`config.mk`:
```
export PLATFORM = sky130hd
export DESIGN_NAME = scalar_kalman_filter_unit_flat
export DESIGN_NICKNAME = d
export VERILOG_FILES = /design/src/rtl/core/kf_pkg.sv /design/src/rtl/core/kf_in_if.sv /design/src/rtl/core/kf_out_if.sv /design/src/rtl/core/kf_div.sv /design/src/rtl/core/kf_mul.sv /design/src/rtl/core/scalar_kalman_filter_unit.sv /design/src/flat_wrapper.sv
export SDC_FILE = /design/constraint.sdc
export NUM_CORES = 1
export LEC_CHECK = 0
export BUFFER_PORTS_ARGS = -buffer_cell sky130_fd_sc_hd__clkbuf_2
export CAP_MARGIN = 20
export CORE_ASPECT_RATIO = 0.75
export CORE_MARGIN = 1.5
export CORE_UTILIZATION = 35
export DETAILED_ROUTE_END_ITERATION = 10
export GPL_TIMING_DRIVEN = 0
export HOLD_SLACK_MARGIN = 0.05
export MAX_ROUTING_LAYER = met4
export SYNTH_ARGS = -nofsm -noshare
export SYNTH_HDL_FRONTEND = slang
export SYNTH_SLANG_ARGS = --single-unit
```
`constraint.sdc`:
```
create_clock -name clk -period 5.6 [get_ports clk]
set_clock_uncertainty 0.2 [all_clocks]
set_input_delay 0.28 -clock clk [delete_from_list [all_inputs] [get_ports clk]]
set_output_delay 0.28 -clock clk [all_outputs]
set_load 0.005 [all_outputs]
```
`src/rtl/core/kf_pkg.sv`:
```
// Shared constants and types for the scalar Kalman filter unit.
// No dependencies; every other file in rtl/core imports this package.
package kf_pkg;

	localparam int VAR_WIDTH          = 23;
	localparam int NOISE_WIDTH        = 16;
	localparam int SAMPLE_WIDTH_DEF   = 16;
	localparam int GAIN_FRAC_BITS_DEF = 8;
	localparam int REG_INDEX_WIDTH    = 3;

	localparam logic [REG_INDEX_WIDTH-1:0] REG_INIT_ESTIMATE = 3'd0;
	localparam logic [REG_INDEX_WIDTH-1:0] REG_INIT_VARIANCE = 3'd1;
	localparam logic [REG_INDEX_WIDTH-1:0] REG_PROCESS_NOISE = 3'd2;
	localparam logic [REG_INDEX_WIDTH-1:0] REG_MEAS_NOISE    = 3'd3;

	localparam logic [VAR_WIDTH-1:0]   INIT_VARIANCE_RST = 23'd256;
	localparam logic [NOISE_WIDTH-1:0] PROCESS_NOISE_RST = 16'd1;
	localparam logic [VAR_WIDTH-1:0]   MEAS_NOISE_RST    = 23'd256;

	// Status of a serial arithmetic unit as seen by the sequencer.
	typedef struct packed {
		logic busy;
		logic done;
	} kf_unit_st_t;

endpackage

```
`src/rtl/core/kf_in_if.sv`:
```
// Request channel carrying one measurement sample.
// Depends on kf_pkg for the default sample width.
interface kf_in_if import kf_pkg::*; #(
	parameter int SAMPLE_WIDTH = SAMPLE_WIDTH_DEF
) ();
	logic                           valid;
	logic                           ready;
	logic signed [SAMPLE_WIDTH-1:0] sample;

	modport source (output valid, output sample, input ready);
	modport sink (input valid, input sample, output ready);
endinterface

```
`src/rtl/core/kf_out_if.sv`:
```
// Result channel carrying the filtered estimate and the gain used.
// Depends on kf_pkg for the default widths.
interface kf_out_if import kf_pkg::*; #(
	parameter int SAMPLE_WIDTH   = SAMPLE_WIDTH_DEF,
	parameter int GAIN_FRAC_BITS = GAIN_FRAC_BITS_DEF
) ();
	logic                           valid;
	logic                           ready;
	logic signed [SAMPLE_WIDTH-1:0] estimate;
	logic [GAIN_FRAC_BITS:0]        gain;

	modport source (output valid, output estimate, output gain, input ready);
	modport sink (input valid, input estimate, input gain, output ready);
endinterface

```
`src/rtl/core/kf_div.sv`:
```
// Restoring radix-2 divider producing the filter gain, one quotient bit per cycle.
// Depends on kf_pkg for the unit status struct.
module kf_div import kf_pkg::*; #(
	parameter int VW = VAR_WIDTH,
	parameter int FB = GAIN_FRAC_BITS_DEF
) (
	input  logic          clk,
	input  logic          arst_n,
	input  logic          start,
	input  logic [VW-1:0] num,
	input  logic [VW:0]   den,
	output logic [FB:0]   quot,
	output kf_unit_st_t   st
);
	localparam int              CNT_W = $clog2(FB + 1);
	localparam logic [CNT_W-1:0] LAST = CNT_W'(FB);

	logic [VW+1:0]    rem_q;
	logic [VW:0]      den_q;
	logic [FB:0]      quot_q;
	logic             zero_q;
	logic [CNT_W-1:0] cnt_q;
	logic             busy_q;
	logic             done_q;

	logic             ge;
	logic [VW+1:0]    rem_sub;
	logic [VW+1:0]    rem_nxt;

	// The numerator never exceeds the denominator, so the quotient is at most
	// one in FB fractional bits and the remainder starts as the numerator.
	always_comb begin
		ge      = rem_q >= {1'b0, den_q};
		rem_sub = rem_q - {1'b0, den_q};
		rem_nxt = ge ? rem_sub : rem_q;
	end

	always_ff @(posedge clk or negedge arst_n) begin
		if (!arst_n) begin
			cnt_q  <= '0;
			busy_q <= 1'b0;
			done_q <= 1'b0;
		end else if (start) begin
			cnt_q  <= '0;
			busy_q <= 1'b1;
			done_q <= 1'b0;
		end else if (busy_q) begin
			if (cnt_q == LAST) begin
				busy_q <= 1'b0;
				done_q <= 1'b1;
			end else begin
				cnt_q <= cnt_q + 1'b1;
			end
		end
	end

	always_ff @(posedge clk) begin
		if (start) begin
			rem_q  <= {2'b00, num};
			den_q  <= den;
			zero_q <= (den == '0);
		end else if (busy_q) begin
			rem_q  <= {rem_nxt[VW:0], 1'b0};
			quot_q <= {quot_q[FB-1:0], ge & ~zero_q};
		end
	end

	assign quot    = quot_q;
	assign st.busy = busy_q;
	assign st.done = done_q;
endmodule

```
`src/rtl/core/kf_mul.sv`:
```
// Serial shift-add multiplier: floor(mcand * mplier / 2^(NB-1)), one multiplier bit
// per cycle, LSB first. Depends on kf_pkg for the unit status struct.
module kf_mul import kf_pkg::*; #(
	parameter int MW = SAMPLE_WIDTH_DEF + 1,
	parameter int NB = GAIN_FRAC_BITS_DEF + 1
) (
	input  logic                 clk,
	input  logic                 arst_n,
	input  logic                 start,
	input  logic signed [MW-1:0] mcand,
	input  logic [NB-1:0]        mplier,
	output logic signed [MW:0]   prod,
	output kf_unit_st_t          st
);
	localparam int              CNT_W = $clog2(NB);
	localparam logic [CNT_W-1:0] LAST = CNT_W'(NB - 1);

	logic signed [MW:0]   acc_q;
	logic signed [MW-1:0] mc_q;
	logic [NB-1:0]        bits_q;
	logic [CNT_W-1:0]     cnt_q;
	logic                 busy_q;
	logic                 done_q;

	logic signed [MW:0]   addend;
	logic signed [MW:0]   sum;

	// Halving after every step but the last floors the product by 2^(NB-1);
	// the arithmetic shift keeps that a floor for negative multiplicands.
	always_comb begin
		addend = bits_q[0] ? $signed({mc_q[MW-1], mc_q}) : '0;
		sum    = acc_q + addend;
	end

	always_ff @(posedge clk or negedge arst_n) begin
		if (!arst_n) begin
			cnt_q  <= '0;
			busy_q <= 1'b0;
			done_q <= 1'b0;
		end else if (start) begin
			cnt_q  <= '0;
			busy_q <= 1'b1;
			done_q <= 1'b0;
		end else if (busy_q) begin
			if (cnt_q == LAST) begin
				busy_q <= 1'b0;
				done_q <= 1'b1;
			end else begin
				cnt_q <= cnt_q + 1'b1;
			end
		end
	end

	always_ff @(posedge clk) begin
		if (start) begin
			acc_q  <= '0;
			mc_q   <= mcand;
			bits_q <= mplier;
		end else if (busy_q) begin
			acc_q  <= (cnt_q == LAST) ? sum : (sum >>> 1);
			bits_q <= bits_q >> 1;
		end
	end

	assign prod    = acc_q;
	assign st.busy = busy_q;
	assign st.done = done_q;
endmodule

```
`src/rtl/core/scalar_kalman_filter_unit.sv`:
```
// Scalar Kalman filter, fixed point. Depends on kf_pkg, kf_in_if, kf_out_if,
// kf_div and kf_mul.
//
// Each request on sample_ch carries one signed measurement. The unit adds the
// process noise to the error variance (saturating), divides out the gain
// k = variance*2^GAIN_FRAC_BITS/(variance+measurement_noise), moves the estimate
// by k*(sample-estimate)/2^GAIN_FRAC_BITS and shrinks the variance by (1-k).
// result_ch returns the new estimate and k for every sample, in order.
// Items are handled one at a time. A taken sample passes through ST_PREP,
// ST_DIV (the bit-serial gain divider) and ST_MUL (the two bit-serial
// multipliers, run side by side); the result is registered when ST_MUL
// finishes, and the unit then returns to ST_IDLE to take the next sample.
// The result sits in an output register; a new sample is accepted while it
// waits. If the receiver stalls, a finished item is held until the output
// register frees up, and no further sample is accepted meanwhile.
// Reset loads the register defaults and sets the estimate to 0 and the
// variance to 256. Any register write (wr_en) reloads estimate and variance
// from the initial registers; writes are meant only while the unit is idle.
module scalar_kalman_filter_unit import kf_pkg::*; #(
	parameter int SAMPLE_WIDTH   = SAMPLE_WIDTH_DEF,
	parameter int GAIN_FRAC_BITS = GAIN_FRAC_BITS_DEF,
	localparam int CFG_WIDTH = (SAMPLE_WIDTH > VAR_WIDTH) ? SAMPLE_WIDTH : VAR_WIDTH
) (
	input  logic                       clk,
	input  logic                       arst_n,
	input  logic                       wr_en,
	input  logic [REG_INDEX_WIDTH-1:0] wr_index,
	input  logic [CFG_WIDTH-1:0]       wr_data,
	kf_in_if.sink                      sample_ch,
	kf_out_if.source                   result_ch
);
	localparam int SW = SAMPLE_WIDTH;
	localparam int FB = GAIN_FRAC_BITS;

	localparam logic [FB:0]                GAIN_ONE  = {1'b1, {FB{1'b0}}};
	localparam logic [VAR_WIDTH-1:0]       VAR_MAX   = '1;
	localparam logic signed [SW+1:0]       EST_MAX_X = {3'b000, {(SW-1){1'b1}}};
	localparam logic signed [SW+1:0]       EST_MIN_X = {3'b111, {(SW-1){1'b0}}};

	typedef enum logic [3:0] {
		ST_IDLE = 4'b0001,
		ST_PREP = 4'b0010,
		ST_DIV  = 4'b0100,
		ST_MUL  = 4'b1000
	} kf_state_t;

	kf_state_t state_q;

	logic signed [SW-1:0]   init_est_q;
	logic [VAR_WIDTH-1:0]   init_var_q;
	logic [NOISE_WIDTH-1:0] q_noise_q;
	logic [VAR_WIDTH-1:0]   r_noise_q;

	logic signed [SW-1:0]   est_q;
	logic [VAR_WIDTH-1:0]   var_q;

	logic signed [SW:0]     diff_q;
	logic [VAR_WIDTH-1:0]   p_q;

	logic                   out_valid_q;
	logic signed [SW-1:0]   out_est_q;
	logic [FB:0]            out_gain_q;

	logic                   accept;
	logic                   commit;
	logic [VAR_WIDTH:0]     p_sum;
	logic [VAR_WIDTH-1:0]   p_sat;
	logic signed [SW:0]     diff_nxt;
	logic [VAR_WIDTH:0]     den;
	logic [FB:0]            gain;
	logic [FB:0]            one_minus_k;
	logic                   div_start;
	logic                   mul_start;
	logic signed [SW+1:0]   prod_x;
	logic signed [VAR_WIDTH+1:0] prod_v;
	logic signed [SW+1:0]   x_sum;
	logic signed [SW-1:0]   x_new;
	logic [VAR_WIDTH-1:0]   var_new;
	logic signed [SW-1:0]   load_est;
	logic [VAR_WIDTH-1:0]   load_var;

	kf_unit_st_t div_st;
	kf_unit_st_t mul_x_st;
	kf_unit_st_t mul_v_st;

	assign accept    = sample_ch.valid && sample_ch.ready;
	assign div_start = (state_q == ST_PREP);
	assign mul_start = (state_q == ST_DIV) && div_st.done;
	assign commit    = (state_q == ST_MUL) && mul_x_st.done
			&& (!out_valid_q || result_ch.ready);

	always_comb begin
		p_sum       = {1'b0, var_q} + (VAR_WIDTH + 1)'(q_noise_q);
		p_sat       = p_sum[VAR_WIDTH] ? VAR_MAX : p_sum[VAR_WIDTH-1:0];
		diff_nxt    = $signed({sample_ch.sample[SW-1], sample_ch.sample})
				- $signed({est_q[SW-1], est_q});
		den         = {1'b0, p_q} + {1'b0, r_noise_q};
		one_minus_k = GAIN_ONE - gain;
		x_sum       = $signed({{2{est_q[SW-1]}}, est_q}) + prod_x;
		if (x_sum > EST_MAX_X) begin
			x_new = EST_MAX_X[SW-1:0];
		end else if (x_sum < EST_MIN_X) begin
			x_new = EST_MIN_X[SW-1:0];
		end else begin
			x_new = x_sum[SW-1:0];
		end
		var_new  = prod_v[VAR_WIDTH-1:0];
		load_est = (wr_index == REG_INIT_ESTIMATE) ? wr_data[SW-1:0] : init_est_q;
		load_var = (wr_index == REG_INIT_VARIANCE) ? wr_data[VAR_WIDTH-1:0] : init_var_q;
	end

	kf_div #(
		.VW(VAR_WIDTH),
		.FB(FB)
	) u_div (
		.clk   (clk),
		.arst_n(arst_n),
		.start (div_start),
		.num   (p_q),
		.den   (den),
		.quot  (gain),
		.st    (div_st)
	);

	kf_mul #(
		.MW(SW + 1),
		.NB(FB + 1)
	) u_mul_est (
		.clk   (clk),
		.arst_n(arst_n),
		.start (mul_start),
		.mcand (diff_q),
		.mplier(gain),
		.prod  (prod_x),
		.st    (mul_x_st)
	);

	kf_mul #(
		.MW(VAR_WIDTH + 1),
		.NB(FB + 1)
	) u_mul_var (
		.clk   (clk),
		.arst_n(arst_n),
		.start (mul_start),
		.mcand ($signed({1'b0, p_q})),
		.mplier(one_minus_k),
		.prod  (prod_v),
		.st    (mul_v_st)
	);

	always_ff @(posedge clk or negedge arst_n) begin
		if (!arst_n) begin
			state_q <= ST_IDLE;
		end else begin
			case (state_q)
				ST_IDLE: begin
					if (accept) begin
						state_q <= ST_PREP;
					end
				end
				ST_PREP: begin
					state_q <= ST_DIV;
				end
				ST_DIV: begin
					if (div_st.done) begin
						state_q <= ST_MUL;
					end
				end
				ST_MUL: begin
					if (commit) begin
						state_q <= ST_IDLE;
					end
				end
				default: begin
					state_q <= ST_IDLE;
				end
			endcase
		end
	end

	// Configuration registers and filter state; a write reloads the state.
	always_ff @(posedge clk or negedge arst_n) begin
		if (!arst_n) begin
			init_est_q <= '0;
			init_var_q <= INIT_VARIANCE_RST;
			q_noise_q  <= PROCESS_NOISE_RST;
			r_noise_q  <= MEAS_NOISE_RST;
			est_q      <= '0;
			var_q      <= INIT_VARIANCE_RST;
		end else if (wr_en) begin
			case (wr_index)
				REG_INIT_ESTIMATE: init_est_q <= wr_data[SW-1:0];
				REG_INIT_VARIANCE: init_var_q <= wr_data[VAR_WIDTH-1:0];
				REG_PROCESS_NOISE: q_noise_q  <= wr_data[NOISE_WIDTH-1:0];
				REG_MEAS_NOISE:    r_noise_q  <= wr_data[VAR_WIDTH-1:0];
				default: begin
				end
			endcase
			est_q <= load_est;
			var_q <= load_var;
		end else if (commit) begin
			est_q <= x_new;
			var_q <= var_new;
		end
	end

	always_ff @(posedge clk or negedge arst_n) begin
		if (!arst_n) begin
			out_valid_q <= 1'b0;
		end else if (commit) begin
			out_valid_q <= 1'b1;
		end else if (result_ch.ready) begin
			out_valid_q <= 1'b0;
		end
	end

	always_ff @(posedge clk) begin
		if (accept) begin
			p_q    <= p_sat;
			diff_q <= diff_nxt;
		end
		if (commit) begin
			out_est_q  <= x_new;
			out_gain_q <= gain;
		end
	end

	assign sample_ch.ready    = (state_q == ST_IDLE);
	assign result_ch.valid    = out_valid_q;
	assign result_ch.estimate = out_est_q;
	assign result_ch.gain     = out_gain_q;

`ifndef NO_ASSERTIONS
	a_gain_range: assert property (@(posedge clk) disable iff (!arst_n)
		result_ch.valid |-> result_ch.gain <= GAIN_ONE)
		else $error("gain above one");

	a_accept_starts: assert property (@(posedge clk) disable iff (!arst_n)
		accept |=> state_q == ST_PREP)
		else $error("accepted sample did not start the update");

	a_ready_units_idle: assert property (@(posedge clk) disable iff (!arst_n)
		sample_ch.ready |-> !div_st.busy && !mul_x_st.busy && !mul_v_st.busy)
		else $error("ready while an arithmetic unit is busy");

	a_mul_lockstep: assert property (@(posedge clk) disable iff (!arst_n)
		mul_x_st.done == mul_v_st.done)
		else $error("multipliers out of step");

	a_div_to_mul: assert property (@(posedge clk) disable iff (!arst_n)
		mul_start |=> mul_x_st.busy && state_q == ST_MUL)
		else $error("multipliers not started after the division");

	a_var_shrinks: assert property (@(posedge clk) disable iff (!arst_n)
		commit |-> var_new <= p_q)
		else $error("updated variance above predicted variance");
`endif
endmodule
```
`src/flat_wrapper.sv`:
```
// flat-port wrapper written by rule: the top's interface ports become plain ports
module scalar_kalman_filter_unit_flat import kf_pkg::*;
#(
	parameter int SAMPLE_WIDTH   = SAMPLE_WIDTH_DEF,
	parameter int GAIN_FRAC_BITS = GAIN_FRAC_BITS_DEF,
	localparam int CFG_WIDTH = (SAMPLE_WIDTH > VAR_WIDTH) ? SAMPLE_WIDTH : VAR_WIDTH
)
  (clk, arst_n, wr_en, wr_index, wr_data, sample_ch_valid, sample_ch_sample, sample_ch_ready, result_ch_valid, result_ch_estimate, result_ch_gain, result_ch_ready);
  kf_in_if #(.SAMPLE_WIDTH(SAMPLE_WIDTH)) sample_ch_i ();
  kf_out_if #(.SAMPLE_WIDTH(SAMPLE_WIDTH), .GAIN_FRAC_BITS(GAIN_FRAC_BITS)) result_ch_i ();
  input  logic clk;
  input  logic arst_n;
  input  logic wr_en;
  input  logic [REG_INDEX_WIDTH-1:0] wr_index;
  input  logic [CFG_WIDTH-1:0] wr_data;
  input wire logic [$bits(sample_ch_i.valid)-1:0] sample_ch_valid;
  input wire logic [$bits(sample_ch_i.sample)-1:0] sample_ch_sample;
  output wire logic [$bits(sample_ch_i.ready)-1:0] sample_ch_ready;
  output wire logic [$bits(result_ch_i.valid)-1:0] result_ch_valid;
  output wire logic [$bits(result_ch_i.estimate)-1:0] result_ch_estimate;
  output wire logic [$bits(result_ch_i.gain)-1:0] result_ch_gain;
  input wire logic [$bits(result_ch_i.ready)-1:0] result_ch_ready;
  assign sample_ch_i.valid = sample_ch_valid;
  assign sample_ch_i.sample = sample_ch_sample;
  assign sample_ch_ready = sample_ch_i.ready;
  assign result_ch_valid = result_ch_i.valid;
  assign result_ch_estimate = result_ch_i.estimate;
  assign result_ch_gain = result_ch_i.gain;
  assign result_ch_i.ready = result_ch_ready;
  scalar_kalman_filter_unit #(.SAMPLE_WIDTH(SAMPLE_WIDTH), .GAIN_FRAC_BITS(GAIN_FRAC_BITS)) u_core (.clk(clk), .arst_n(arst_n), .wr_en(wr_en), .wr_index(wr_index), .wr_data(wr_data), .sample_ch(sample_ch_i), .result_ch(result_ch_i));
endmodule
```
==> summary.md, run 1 <==
| Metric | Value |
|---|---|
| Status | finished clean |
| DIE HEIGHT | 216 µm |
| Port Buffer Count | 73 |
| Startpoint Class | register |
| Vias/cell | 5.32 |
| Clock sink count | roughly 360 |
| Antenna-violating nets left | 0 |
| Hold endpoint | u_core.diff_q[11]$_DFFE_PP_ |
| Starting density of the core | between 30% and 40% |
| Vias in the first global route | about 16,000 |
| Share of cells above drive strength 1 | approximately a tenth |
| Num rows | a little under 80 |
| Root Buffer | clkbuf_16 |
| Gate Count Post-Synth | around 2,200 |
| Worst R2R End | u_core.u_mul_var.prod[22]$_SDFFE_PP0P_ |
| Pre-CTS worst setup slack | 1.27 ns |
| Max Freq | between 0.2 and 0.25 GHz |
| Register bit total from synthesis | between 300 and 400 |
| WP data required | between 5 and 6 ns |
| R2r startpoint | u_core.u_mul_var.bits_q[0]$_DFFE_PP_ |
| Pwr Total | between 10 and 15 mW |
| Total Wirelength | just under 60 mm |
| Hold crit path type | in2reg |
| Layout Utilization | between 40% and 50% |
| DRT Pass-1 Iters | 5 |
| Nets | ~2,500 |
| Critical Setup Path Class | reg2reg |
| Cell variety after synth | just over 70 |
| Clock transition at path regs | about 0.060 ns |
| Pin count of the biggest net entering global routing | 81 |
| Yosys warnings | 0 |
| Most common cell after layout, fill and taps aside | nand2_1 |
| Area of the core | ~59,000 µm² |
| Max Slew Vio Count | 0 |
| Crit end category | register |
| Min cycle time layout | about 4.4 ns |
| Slack of the critical path | around 1.2 ns |
| Worst EP arrival | between 4 and 5 ns |
| R2r worst-path depth | 14 |
| Setup Buffers After CTS | 0 |
| Worst-skew pair later-pin latency | about 0.57 ns |
| GRT overflow | 0 |
| TNS Setup | 0 ns |
| Power Dens Cells | 573 nW/µm² |
| Gpl congestion | roughly 0.91 |
| Max-slew headroom | around a third |
| Setup Viol. Count Final | 0 |
| First-pass GRT wire length | just over 90 mm |
| Final Non-Filler Cells | 3,148 |
| Hold path startpoint | sample_ch_sample[11] |
| Die footprint | 61,900 µm² |
| CTS tree | built |
| Post-DP HPWL | 45.2 mm |
| # IOs | 74 |
| Sequential area share after synthesis | 46.3% |
| Initial antenna violation count | 3 |
| Top FF cell, synth | edfxtp_1 |
| Crit Path Max Fanout | 10 |
| Lkg Pwr | between 10 and 15 nW |
| R2R Setup Slk | roughly 1.2 ns |
| Number of max-cap violations | 0 |
| 1st-iter DRT viols | roughly 1,400 |
| VDD IR max | ~0.26 mV |
| WL/cell | about 19 µm |
| Asr flop ratio synth | around two fifths |
| RSZ-0062 raised after global routing | no |
| DR DRC count | 0 |
| Syn Std Cell Area | about 21,000 µm² |
| Placed Cells | between 3,000 and 4,000 |
| Clk buf depth | 3 |
| Die Wd | approximately 290 µm |
| Via Count | around 17,000 |
| Slew @ Worst Pin | 0.994 ns |
| CTS Buf Count | 40 |
| Most frequent cells in the layout | 304 x nand2_1, 180 x edfxtp_1, 170 x nor2_1, 144 x a21oi_1, 143 x ha_1 |
| CTS HTree Levels | 2 |
| Final hold vios | 0 |
| Total track usage | 19.6% |
| Number of synthesized flops with an enable pin | 180 |
| Period utilisation layout | roughly 78% |
| Area Overhead vs Synth | 15.4% |
| Syn Nets | around 2,400 |
| Worst hold path depth | 3 |
| Syn_area_per_cell | about 10 µm² |
[flip-flops by register name, summed over array words and instances (netlist names), 9 cells and up]
register	count
u_core.u_div.rem_q	25
u_core.u_mul_var.prod	25
u_core.u_div.den_q	24
u_core.init_var_q	23
u_core.p_q	23
u_core.r_noise_q	23
u_core.u_mul_var.mc_q	23
u_core.var_q	23
u_core.u_mul_est.prod	18
u_core.diff_q	17
u_core.u_mul_est.mc_q	17
u_core.est_q	16
u_core.init_est_q	16
u_core.q_noise_q	16
u_core.result_ch.estimate	16
u_core.result_ch.gain	9
u_core.u_div.quot	9
u_core.u_mul_est.bits_q	9
u_core.u_mul_var.bits_q	9
[where the power goes]
group          switching (mW)  total [mW]  internal, mW
combinational            3.99        6.64          2.65
sequential              0.672        4.58          3.91
clock                    1.14        2.74          1.60
[stage by stage]
step	area [µm²]	hold WS, ns
global placement	22500	0.202
global route	24400	0.101
detailed placement	22600	0.176
floorplan	21100	-0.216
CTS	24400	0.0591
finish	24400	0.0844
[area by class of cell]
cell class / count / area [µm²]
clock buffer: 53 / 1150
timing repair buffer: 120 / 890
fill: 5848 / 35000
tap: 790 / 988
multi-input combinational: 1615 / 10700
buffer: 78 / 299
sequential: 364 / 9790
clock inverter: 21 / 203
inverter: 104 / 390
antenna: 3 / 7.51
[worst max path at each step]
| stage | start | to | cells past startpoint |
|---|---|---|---|
| floorplan | u_core.p_q[0]$_SDFFCE_PP1P_ | u_core.u_div.zero_q$_DFFE_PP_ | 11 |
| global placement | u_core.state_q[1]$_DFFE_PN0P_ | u_core.var_q[14]$_DFFE_PN0P_ | 8 |
| detailed placement | u_core.u_mul_var.bits_q[0]$_DFFE_PP_ | u_core.u_mul_var.prod[22]$_SDFFE_PP0P_ | 14 |
| CTS | u_core.u_mul_var.bits_q[0]$_DFFE_PP_ | u_core.u_mul_var.prod[22]$_SDFFE_PP0P_ | 14 |
| global route | u_core.u_mul_var.bits_q[0]$_DFFE_PP_ | u_core.u_mul_var.prod[23]$_SDFFE_PP0P_ | 13 |
| finish | u_core.u_mul_var.bits_q[0]$_DFFE_PP_ | u_core.u_mul_var.prod[22]$_SDFFE_PP0P_ | 14 |
[repair_timing]
action | 4_1_cts | 5_1_grt
gates resized for setup | 0 | 0
hold buffers | 42 | 0
endpoints found under the hold margin | 201 | 0
[critical path: stages, from the launching register on]
cell	delay, ns
edfxtp_1	0.55
clkbuf_1	0.34
nand2_1	0.18
inv_1	0.09
ha_1	0.24
a211o_1	0.34
a2111oi_0	0.59
o31ai_1	0.29
a21oi_1	0.36
o2111a_1	0.32
o21ai_1	0.09
a21oi_1	0.30
xnor2_1	0.16
nand3_1	0.08
a31oi_1	0.15
[cell usage after synthesis (all sizes together), types with 37 or more instances]
library cell,count,share of area [%]
nor3,37,0.88
a31oi,40,1.2
xnor2,74,3.1
nand3,55,1.3
edfxtp,180,26
o21ai,111,2.6
xor2,50,2.1
ha,143,8.5
inv,104,1.8
dfxtp,45,4.3
mux2,76,4.1
a21oi,146,3.5
nand2,304,5.4
clkbuf,69,1.2
nor2,170,3.0
dfrtp,134,16
and2,49,1.5
[routing by layer]
metal | track usage (%) | routed length (µm) | up-vias | part of all wire [%]
li1 | - | - | 8061 | -
met1 | 29.7 | 30600 | 8155 | 52
met2 | 26.7 | 23600 | 475 | 40
met3 | 3.68 | 3960 | 61 | 6.7
met4 | 4.13 | 921 | 0 | 1.6
met5 | - | 0 | - | 0
[cell families (layout without fill, tap and decap cells)]
logic type / count (synthesis) / in the layout / share of synthesized area (%)
AND/OR/NAND/NOR: 744 / 744 / 16.1
adder cells (fa/ha/maj): 150 / 150 / 9.13
other: 0 / 3 / 0
XOR/XNOR: 124 / 124 / 5.14
multiplexers: 107 / 107 / 5.52
AO/OA/AOI/OAI: 490 / 490 / 14.6
buffers and inverters: 182 / 376 / 3.24
flip-flops: 364 / 364 / 46.3
Power figures use the tool's default switching activity.
==> run 2: changes to the inputs <==
==> constraint.sdc (replaced) <==
create_clock -name clk -period 4.4 [get_ports clk]
set_clock_uncertainty 0.2 [all_clocks]
set_input_delay 0.22 -clock clk [delete_from_list [all_inputs] [get_ports clk]]
set_output_delay 0.22 -clock clk [all_outputs]
set_load 0.005 [all_outputs]
==> summary.md, run 2 (same netlist as run 1, synthesis figures left out) <==
| Metric | Value |
|---|---|
| Status | finished clean |
| Number of max-cap violations | 0 (unchanged) |
| Final hold vios | 0 (unchanged) |
| RSZ-0062 raised after global routing | no |
| Worst path slowest cell | edfxtp_1 |
| Post-DP HPWL | 45.2 mm (unchanged) |
| DIE HEIGHT | 216 µm (unchanged) |
| Critical path's largest stage delay | 0.54 ns (-0.05 ns) |
| Clk buf depth | 3 (unchanged) |
| Root Buffer | clkbuf_16 |
| VDD IR max | 0.328 mV (+26%) |
| Startpoint Class | register |
| Number of buffers and inverters on the critical path | 2 (unchanged) |
| Port Buffer Count | 73 (unchanged) |
| Most frequent cells in the layout | 304 x nand2_1, 180 x edfxtp_1, 170 x nor2_1, 144 x a21oi_1, 143 x ha_1 |
| Layout Utilization | 41.3% (+0.18 points) |
| R2R Setup Slk | 0.22 ns (-1.01 ns) |
| DRT Pass-1 Iters | 5 (unchanged) |
| Max Freq | 0.239 GHz (+4.6%) |
| Vias in the first global route | 16,188 (+0.19%) |
| CTS Buf Count | 40 (unchanged) |
| Min cycle time layout | 4.18 ns (-0.191 ns) |
| Placed cell area | 22,600 µm² (unchanged) |
| Num rows | 77 (unchanged) |
| First-pass GRT wire length | 92.4 mm (+0.13%) |
| TNS Setup | 0 ns (unchanged) |
| Final Non-Filler Cells | 3,158 (+0.32%) |
| Die footprint | 61,900 µm² (unchanged) |
| Worst-skew pair later-pin latency | 0.57 ns (about the same) |
| Hold WS | 0.0784 ns (-0.00596 ns) |
| WL met2 | 23.9 mm (+0.99%) |
| Pwr Total | 17.8 mW (+28%) |
| Period utilisation layout | 94.9% (+17 points) |
| Pin count of the biggest net entering global routing | 81 (unchanged) |
| CTS HTree Levels | 2 (unchanged) |
| Clock power share | 19.5% (about the same) |
| Slack of the critical path | 0.223 ns (-1.01 ns) |
| Area of the core | 59,300 µm² (unchanged) |
| Crit-path leading delay family | compound AO/OA/AOI/OAI gates |
| Gpl congestion | 0.914 (unchanged) |
| Clock transition at path regs | 0.06 ns (about the same) |
| Starting density of the core | 35.6% (unchanged) |
| Nets | 2,530 (+0.40%) |
| Share of cells above drive strength 1 | 10.7% (+0.17 points) |
| Routed wl met3 | 3.73 mm (-5.7%) |
| Most common cell after layout, fill and taps aside | nand2_1 |
| Worst EP arrival | 4.46 ns (-0.19 ns) |
| Cell area after layout | 24,500 µm² (+0.45%) |
| Seq pwr share | 32.7% (about the same) |
| Crit path cell chain | clkbuf_2, nand2_1, inv_1, ha_1, a211o_1, a2111oi_1, o31ai_1, a21oi_1, o2111a_1, o21ai_1, a21oi_1, xnor2_1, nand3_1, a31oi_1 |
| Vias/cell | 5.33 (+0.24%) |
| Lkg Pwr | 10.3 nW (+0.47%) |
| Power Dens Cells | 728 nW/µm² (+27%) |
| Critical Setup Path Class | reg2reg |
| Setup Viol. Count Final | 0 (unchanged) |
| Total track usage | 19.6% (+0.033 points) |
| Hold crit path type | in2async |
| Clock sink count | 364 (unchanged) |
| Area Overhead vs Synth | 15.9% |
| Slew @ Worst Pin | 1.00 ns (+0.0102 ns) |
| Logic pwr share | 47.7% (+0.2 points) |
| CTS tree | built |
| DR DRC count | 0 (unchanged) |
| Total Wirelength | 59.4 mm (+0.40%) |
| Crit end category | register |
| Placed Cells | 3,029 (unchanged) |
| Internal power | 10.4 mW (+28%) |
| DRT met1 WL | 30.9 mm (+0.85%) |
| Max-slew headroom | 32.9% (-0.68 points) |
| NetSw | 7.40 mW (+28%) |
| Die Wd | 287 µm (unchanged) |
| Via Count | 16,845 (+0.56%) |
| 1st-iter DRT viols | 1,301 (-5.3%) |
| WL/cell | 18.8 µm (about the same) |
| GRT overflow | 0 (unchanged) |
| CP most frequent cell | a21oi_1 |
| Switching Fraction | 41.5% (about the same) |
| Pre-CTS worst setup slack | 0.0692 ns (-1.20 ns) |
| Initial antenna violation count | 3 (unchanged) |
| Uppermost layer routed | met4 |
| # IOs | 74 (unchanged) |
| Max Slew Vio Count | 0 (unchanged) |
| WP data required | 4.68 ns (-1.20 ns) |
| Crit Path Max Fanout | 10 (unchanged) |
| Antenna-violating nets left | 0 (unchanged) |
run 2: cell count changes in the layout (fill, tap and decap cells not counted):
cell / before / now
dlygate4sd3_1: 42 / 50
a2111oi_0: 3 / 1
buf_4: 1 / 3
a2111oi_1: 0 / 1
a2111oi_2: 0 / 1
clkbuf_1: 73 / 72
clkbuf_2: 74 / 75
o31ai_1: 12 / 11
o31ai_2: 0 / 1
run 2: layout make-up:
cell class	instances	area, µm²
Antenna cell	3	7.51
Tap cell	790	988
Clock inverter	21	203
Clock buffer	53	1150
Sequential cell	364	9790
Timing Repair Buffer	130	985
Multi-Input combinational cell	1615	10700
Buffer	78	300
Fill cell	5851	34900
Inverter	104	390
run 2: power groups by stage:
| stage | Combinational, mW | Clock, mW | Sequential [mW] |
|---|---|---|---|
| 2_1_floorplan | 6.34 | 0 | 5.46 |
| 6_report | 8.51 | 3.49 | 5.83 |
| 3_3_place_gp | 8.05 | 0 | 5.86 |
| 3_5_place_dp | 8.24 | 0 | 5.88 |
| 4_1_cts | 8.38 | 3.56 | 5.82 |
| 5_1_grt | 9.51 | 3.69 | 5.94 |
run 2: repair_timing:
action,CTS,global route
hold endpoints to repair,247,0
setup buffers,0,2
resized for setup,0,6
endpoints found under the setup margin,0,7
hold buffers,50,0
run 2: routing by layer:
layer	vias to the layer above	global-route usage, %
met1	8236	29.8
li1	8086	-
met4	0	4.18
met2	463	26.8
met3	60	3.67
met5	-	-
run 2: final timing paths:
| check | to | cells after the start | from |
|---|---|---|---|
| min in group clk | u_core.diff_q[13]$_DFFE_PP_ | 4 | sample_ch_sample[13] |
| max in group asynchronous | u_core.var_q[8]$_DFFE_PN1P_ | 3 | arst_n |
| hold / removal | u_core.u_mul_est.done_q$_DFFE_PN0P_ | 2 | arst_n |
| hold reg to reg | u_core.u_mul_est.mc_q[12]$_DFFE_PP_ | 0 | u_core.diff_q[12]$_DFFE_PP_ |
| setup reg to reg | u_core.u_mul_var.prod[22]$_SDFFE_PP0P_ | 14 | u_core.u_mul_var.bits_q[0]$_DFFE_PP_ |
| setup / recovery | u_core.u_mul_var.prod[22]$_SDFFE_PP0P_ | 14 | u_core.u_mul_var.bits_q[0]$_DFFE_PP_ |
